## src/rtl/spdg_pkg.sv

```systemverilog
// shared constants, field widths and control types for the shortest path block
// no dependencies; compiled first
`default_nettype none

package spdg_pkg;

  // default sizes handed to the top level parameters
  localparam int NODES_DEF       = 16;
  localparam int WEIGHT_BITS_DEF = 16;

  // fixed widths of the stream fields
  localparam int NODE_FIELD_BITS   = 4;
  localparam int WEIGHT_FIELD_BITS = 16;
  localparam int DIST_BITS         = 20;
  localparam int S_DATA_BITS       = 32;
  localparam int M_DATA_BITS       = 32;

  // path sums saturate here
  localparam logic [DIST_BITS-1:0] DIST_MAX = '1;

  // at most this many results per run
  localparam int OUT_CAP = 16;

  // item kinds carried on s_tuser
  localparam logic KIND_LOAD = 1'b0;
  localparam logic KIND_RUN  = 1'b1;

  // controller to datapath
  typedef struct packed {
    logic clear_step;
    logic load_wr;
    logic run_start;
    logic relax_step;
    logic settle;
    logic out_read;
    logic out_load;
  } spdg_cmd_t;

  // datapath to controller
  typedef struct packed {
    logic clear_last;
    logic load_req;
    logic run_req;
    logic t_last;
    logic out_last;
    logic found;
    logic out_free;
  } spdg_status_t;

endpackage

`default_nettype wire

```

## src/rtl/spdg_ctrl.sv

```systemverilog
// controller: sequences matrix clear, loads, relax rounds and result readout
// depends on spdg_pkg
`default_nettype none

module spdg_ctrl (
  input  wire logic                   clk,
  input  wire logic                   rst,
  input  wire logic                   s_tvalid,
  output logic                        s_tready,
  output spdg_pkg::spdg_cmd_t         cmd,
  input  wire spdg_pkg::spdg_status_t status
);

  import spdg_pkg::*;

  localparam logic [2:0] ST_CLEAR    = 3'd0;
  localparam logic [2:0] ST_IDLE     = 3'd1;
  localparam logic [2:0] ST_RELAX    = 3'd2;
  localparam logic [2:0] ST_DRAIN    = 3'd3;
  localparam logic [2:0] ST_PICK     = 3'd4;
  localparam logic [2:0] ST_OUT_RD   = 3'd5;
  localparam logic [2:0] ST_OUT_LOAD = 3'd6;

  logic [2:0] state;
  logic [2:0] state_next;
  logic       accept;

  assign s_tready = (state == ST_IDLE);
  assign accept   = s_tvalid && s_tready;

  always_comb begin
    cmd        = '0;
    state_next = state;
    case (state)
      ST_CLEAR: begin
        cmd.clear_step = 1'b1;
        if (status.clear_last) begin
          state_next = ST_IDLE;
        end
      end
      ST_IDLE: begin
        if (accept) begin
          cmd.load_wr = status.load_req;
          if (status.run_req) begin
            cmd.run_start = 1'b1;
            state_next    = ST_RELAX;
          end
        end
      end
      ST_RELAX: begin
        cmd.relax_step = 1'b1;
        if (status.t_last) begin
          state_next = ST_DRAIN;
        end
      end
      ST_DRAIN: begin
        state_next = ST_PICK;
      end
      ST_PICK: begin
        if (status.found) begin
          cmd.settle = 1'b1;
          state_next = ST_RELAX;
        end else begin
          state_next = ST_OUT_RD;
        end
      end
      ST_OUT_RD: begin
        cmd.out_read = 1'b1;
        state_next   = ST_OUT_LOAD;
      end
      ST_OUT_LOAD: begin
        if (status.out_free) begin
          cmd.out_load = 1'b1;
          state_next   = status.out_last ? ST_IDLE : ST_OUT_RD;
        end
      end
      default: begin
        state_next = ST_IDLE;
      end
    endcase
  end

  always_ff @(posedge clk) begin
    if (rst) begin
      state <= ST_CLEAR;
    end else begin
      state <= state_next;
    end
  end

endmodule

`default_nettype wire

```

## config.mk

```make
export PLATFORM = sky130hd
export DESIGN_NAME = spdg_ctrl
export DESIGN_NICKNAME = d
export VERILOG_FILES = /design/src/rtl/spdg_pkg.sv /design/src/rtl/spdg_ctrl.sv
export SDC_FILE = /design/constraint.sdc
export NUM_CORES = 1
export LEC_CHECK = 0
export BUFFER_PORTS_ARGS = -buffer_cell sky130_fd_sc_hd__buf_2
export CAP_MARGIN = 20
export CORE_AREA = 4 4 41 43
export CTS_CLUSTER_SIZE = 10
export DETAILED_ROUTE_END_ITERATION = 8
export DIE_AREA = 0 0 45 47
export SLEW_MARGIN = 20
export SYNTH_ARGS = -nofsm -noshare
export SYNTH_HDL_FRONTEND = slang
export SYNTH_SLANG_ARGS = --single-unit
export TNS_END_PERCENT = 10
```

## constraint.sdc

```tcl
create_clock -name clk -period 1.9 [get_ports clk]
set_input_delay 0.095 -clock clk [delete_from_list [all_inputs] [get_ports clk]]
set_output_delay 0.095 -clock clk [all_outputs]
set_load 0.005 [all_outputs]
```

Word level (Yosys, flattened, before mapping)
Cells that the tools add are included.
Widths: inputs -> output; s select.
- logic and storage cells: 33
- flip-flop bits (word level): 3
- output and inout port bits: 8
- input bits: 10
- muxes and demuxes: 18
- reductions and logical operators: 3
- equal/unequal tests: 11
- operator list (kind ; number):
    $mux 3 ; 7
    $pmux 3 s7 ; 1
    $eq 3x3->1 const B ; 3
    $mux 1 ; 8
    $eq 3x2->1 const B ; 2
    $ne 2x2->1 const B ; 3
    $reduce_and 5->1 ; 1
    $mux 2 ; 2
    $ne 2x1->1 const B ; 2
    $eq 3x1->1 const B ; 1
    $logic_not 3->1 ; 1
    $logic_and 1x1->1 ; 1

Depth between registers and ports, before layout
- depth after elaboration: 4
- depth in mapped cells: 5
- depth with buffers taken out: 4

Worst setup path before layout
No wires, ideal clock.
- path kind: reg2reg
- start point: reg state[1]
- end point: reg state[0]
- arrival time: 1371 ps
- period minus slack after synthesis: 1494 ps
- cell stages (with the launch flop): 6
- path slack: 406 ps
- required time: 1777 ps
- library setup time: 123 ps
- path buffers: 1
- cells stage by stage: dfxtp_1 -> buf_6 -> or3_1 -> o21a_1 -> o22ai_2 -> mux2_1
- cells in the longest elaborated chain, start to end: 4
- elaborated cells on any way between the ends: 15
- classes of those cells: 11 x eq/ne; 1 x mux; 3 x reduce/logical
- RTL lines (what ; RTL line ; RTL):
    start, declared ; spdg_ctrl.sv:24 ; logic [2:0] state;
    start signal, assigned ; spdg_ctrl.sv:87 ; state <= state_next;
    $eq 3x1->1 ; spdg_ctrl.sv:28, spdg_ctrl.sv:34 ;
    $logic_and 1x1->1 ; spdg_ctrl.sv:29 ; assign accept = s_tvalid && s_tready;
    $ne 2x1->1 (no source line) ; n/a ;
    $reduce_and 5->1 (no source line) ; n/a ;
Parallel ways exist; a longest one is shown, timed or not.
A chain may end at the register's enable or synchronous reset.

Final worst setup path
- start point: reg state[2]
- end point: reg state[0]
The elaborated chain is that of the path after synthesis.

==> metrics <==
pre-CTS setup slack=0.281 ns; H-tree depth=1; Clock Latency Late Sink=0.24 ns; Final Cycle Share=0.852; synth-to-layout area growth=38.2%; synthesized net count=46; Vias/cell=4.83; slack of the worst reg-to-reg path=0.28 ns; worst hold path stage count=2; hold_buf cts=0; core area=1300 um2; Die X=45 um; Hold Crit Class=in -> reg; Seq pwr share=0.228; Ant. Diodes=0; Setup Crit Path Kind=reg -> reg; reg2reg end=state[0]; startpoint type of the worst setup path=flip-flop; clock tree buffer depth=2; Total Nets Final=66; Synth warnings=0; status=complete, no violations; global-route wire length before repair=1.37 mm; initial core utilization=0.229; first-pass detailed-route iteration total=2; Int Power=299 uW; Num CTS Buffers=3; pin count of the biggest net entering global routing=14; Max-cap violations=0; HPWL Detailed=595 um; Post-Syn Instances=36; # DRC=0; RSZ-0062 raised after global routing=no; final non-filler cell total=70; WL/cell=10.9 um; DP Area=385 um2; min-delay src=rst; Switch Pwr=192 uW; Post-synth ARST share=0; # rows=13; hold endpoint=state[1]; Slew Viols, Final=0; Clk pwr share=0.235; Post-Place Cells=66; Primary FF master, synth=dfxtp_1; CP Capture Type=flip-flop; switching share of power=0.391; headroom to the max-slew limit=0.755; vias in the first global route=360; synth unique cells=26; Synth Area per Inst=8.27 um2; CTS tree=done; Worst Path Max Fanout=13; Resized cells post-CTS=0; fin area=412 um2; Seq/Total Area, Yosys=0.202; R2R depth=4; Largest Register=state; top-area cell type share of the netlist area=0.202; Clock Skew=0.00363 ns; worst-margin pin slew=0.366 ns; worst r2r src=state[2]; drt total wl=763 um; register bit count reported by yosys=3; Period minus WS final=1.62 ns; pwr dens=1190 nW/um2; initial antenna violation count=0; Setup TNS=0 ns; Top Registers=state x3; DR iter-0 viols=3; Setup Viol. Count Final=0; vias=338; PnR worst setup slack=0.281 ns; Leak=0.000204 uW; number of synthesized flops with an enable pin=0; IO Port Bufs=17; worst hold slack=0.0757 ns; Peak VDD IR=393 uV; number of flip-flops in the largest register=3; Synth area leader=dfxtp_1; Mapped Area=298 um2; clk slew on worst S/H paths=0.04 ns; GR Util All Layers=0.0900; Worst EP arrival=1.74 ns; top post-synthesis cells by area=dfxtp_1 (20%), nor3b_1 (10%), and3_1 (6.3%), o31ai_1 (5.0%), a211oi_2 (4.2%); Comb pwr share=0.537; Setup Buffers After CTS=0; Die ar.=2120 um2; Fin. Hold Viols=0; Fillers=152; die height=47 um; I/O pin total=18; gpl congestion=0.755; root buf cell=clkbuf_4; GRT overflow=0; Max Freq=618 MHz; share of cells above drive strength 1=0.418; antenna viol nets, final=0; Worst EP required=2.02 ns; clock sinks=3
synthesized netlist by cell type, drive strengths merged, types with 2 or more instances:
library cell  instances
nor3b                 4
buf                   3
dfxtp                 3
and3                  3
o31ai                 2
nand2                 2
a31oi                 2
critical path, cell delays in order, from the launching register on:
cell,delay [ns]
dfxtp_1,0.53
nand2_1,0.19
o21a_1,0.23
o22ai_2,0.21
mux2_1,0.34
metrics by stage:
step           utilization  total power [uW]
6_report             0.316               491
5_1_grt              0.316               544
4_1_cts              0.316               498
3_5_place_dp         0.296               378
3_3_place_gp         0.296               379
2_1_floorplan            -               318
how the worst max path moves through the flow:
stage | from | endpoint | slack [ns] | depth (start not counted)
2_1_floorplan | state[1] | state[0] | 0.41 | 5
3_3_place_gp | state[2] | state[0] | 0.32 | 4
3_5_place_dp | state[2] | state[0] | 0.28 | 4
4_1_cts | state[2] | state[0] | 0.28 | 4
5_1_grt | state[2] | state[0] | 0.18 | 4
6_report | state[2] | state[0] | 0.28 | 4
power groups by stage:
stage               combinational, uW  sequential, uW  clock, uW
global route                      299             120        126
detailed placement                264             114          0
floorplan                         221            96.6          0
global placement                  266             114          0
finish                            264             112        116
CTS                               266             113        120
cell families (layout without fill, tap and decap cells):
| logic type | count (synthesis) | after routing | share of synthesized area |
|---|---|---|---|
| buffers and inverters | 4 | 23 | 0.0924 |
| AO/OA/AOI/OAI | 11 | 11 | 0.311 |
| multiplexers | 1 | 1 | 0.0378 |
| flip-flops | 3 | 3 | 0.202 |
| AND/OR/NAND/NOR | 17 | 17 | 0.357 |
area by class of cell:
cell class	instances	area (um2)	share of cell area
tap	15	18.8	0.0456
timing repair buffer	18	92.6	0.225
sequential	3	60.1	0.146
multi-input combinational	29	210	0.511
clock buffer	4	26.3	0.0638
inverter	1	3.75	0.00912
per-layer routing:
layer  share of wire  track usage  routed length, um
met1            0.51        0.111                390
met2            0.40        0.133                304
met3           0.071       0.0230                 54
met4           0.018       0.0702                 14
met5               0            0                  0
cells in the final DEF (no fill, tap or decap), drive strengths merged:
master / n
nand3b: 1
or3: 1
nor2b: 1
nor3: 1
or2b: 1
o221a: 1
mux2: 1
or4: 1
inv: 1
buf: 18
a2bb2oi: 1
o21a: 1
nand2b: 1
dfxtp: 3
a21o: 1
nor2: 1
a211oi: 1
clkbuf: 4
nor3b: 4
a31oi: 2
a21oi: 1
nand2: 2
o31ai: 2
and3: 3
o22ai: 1
No activity file was read; power rests on OpenSTA's default activity.
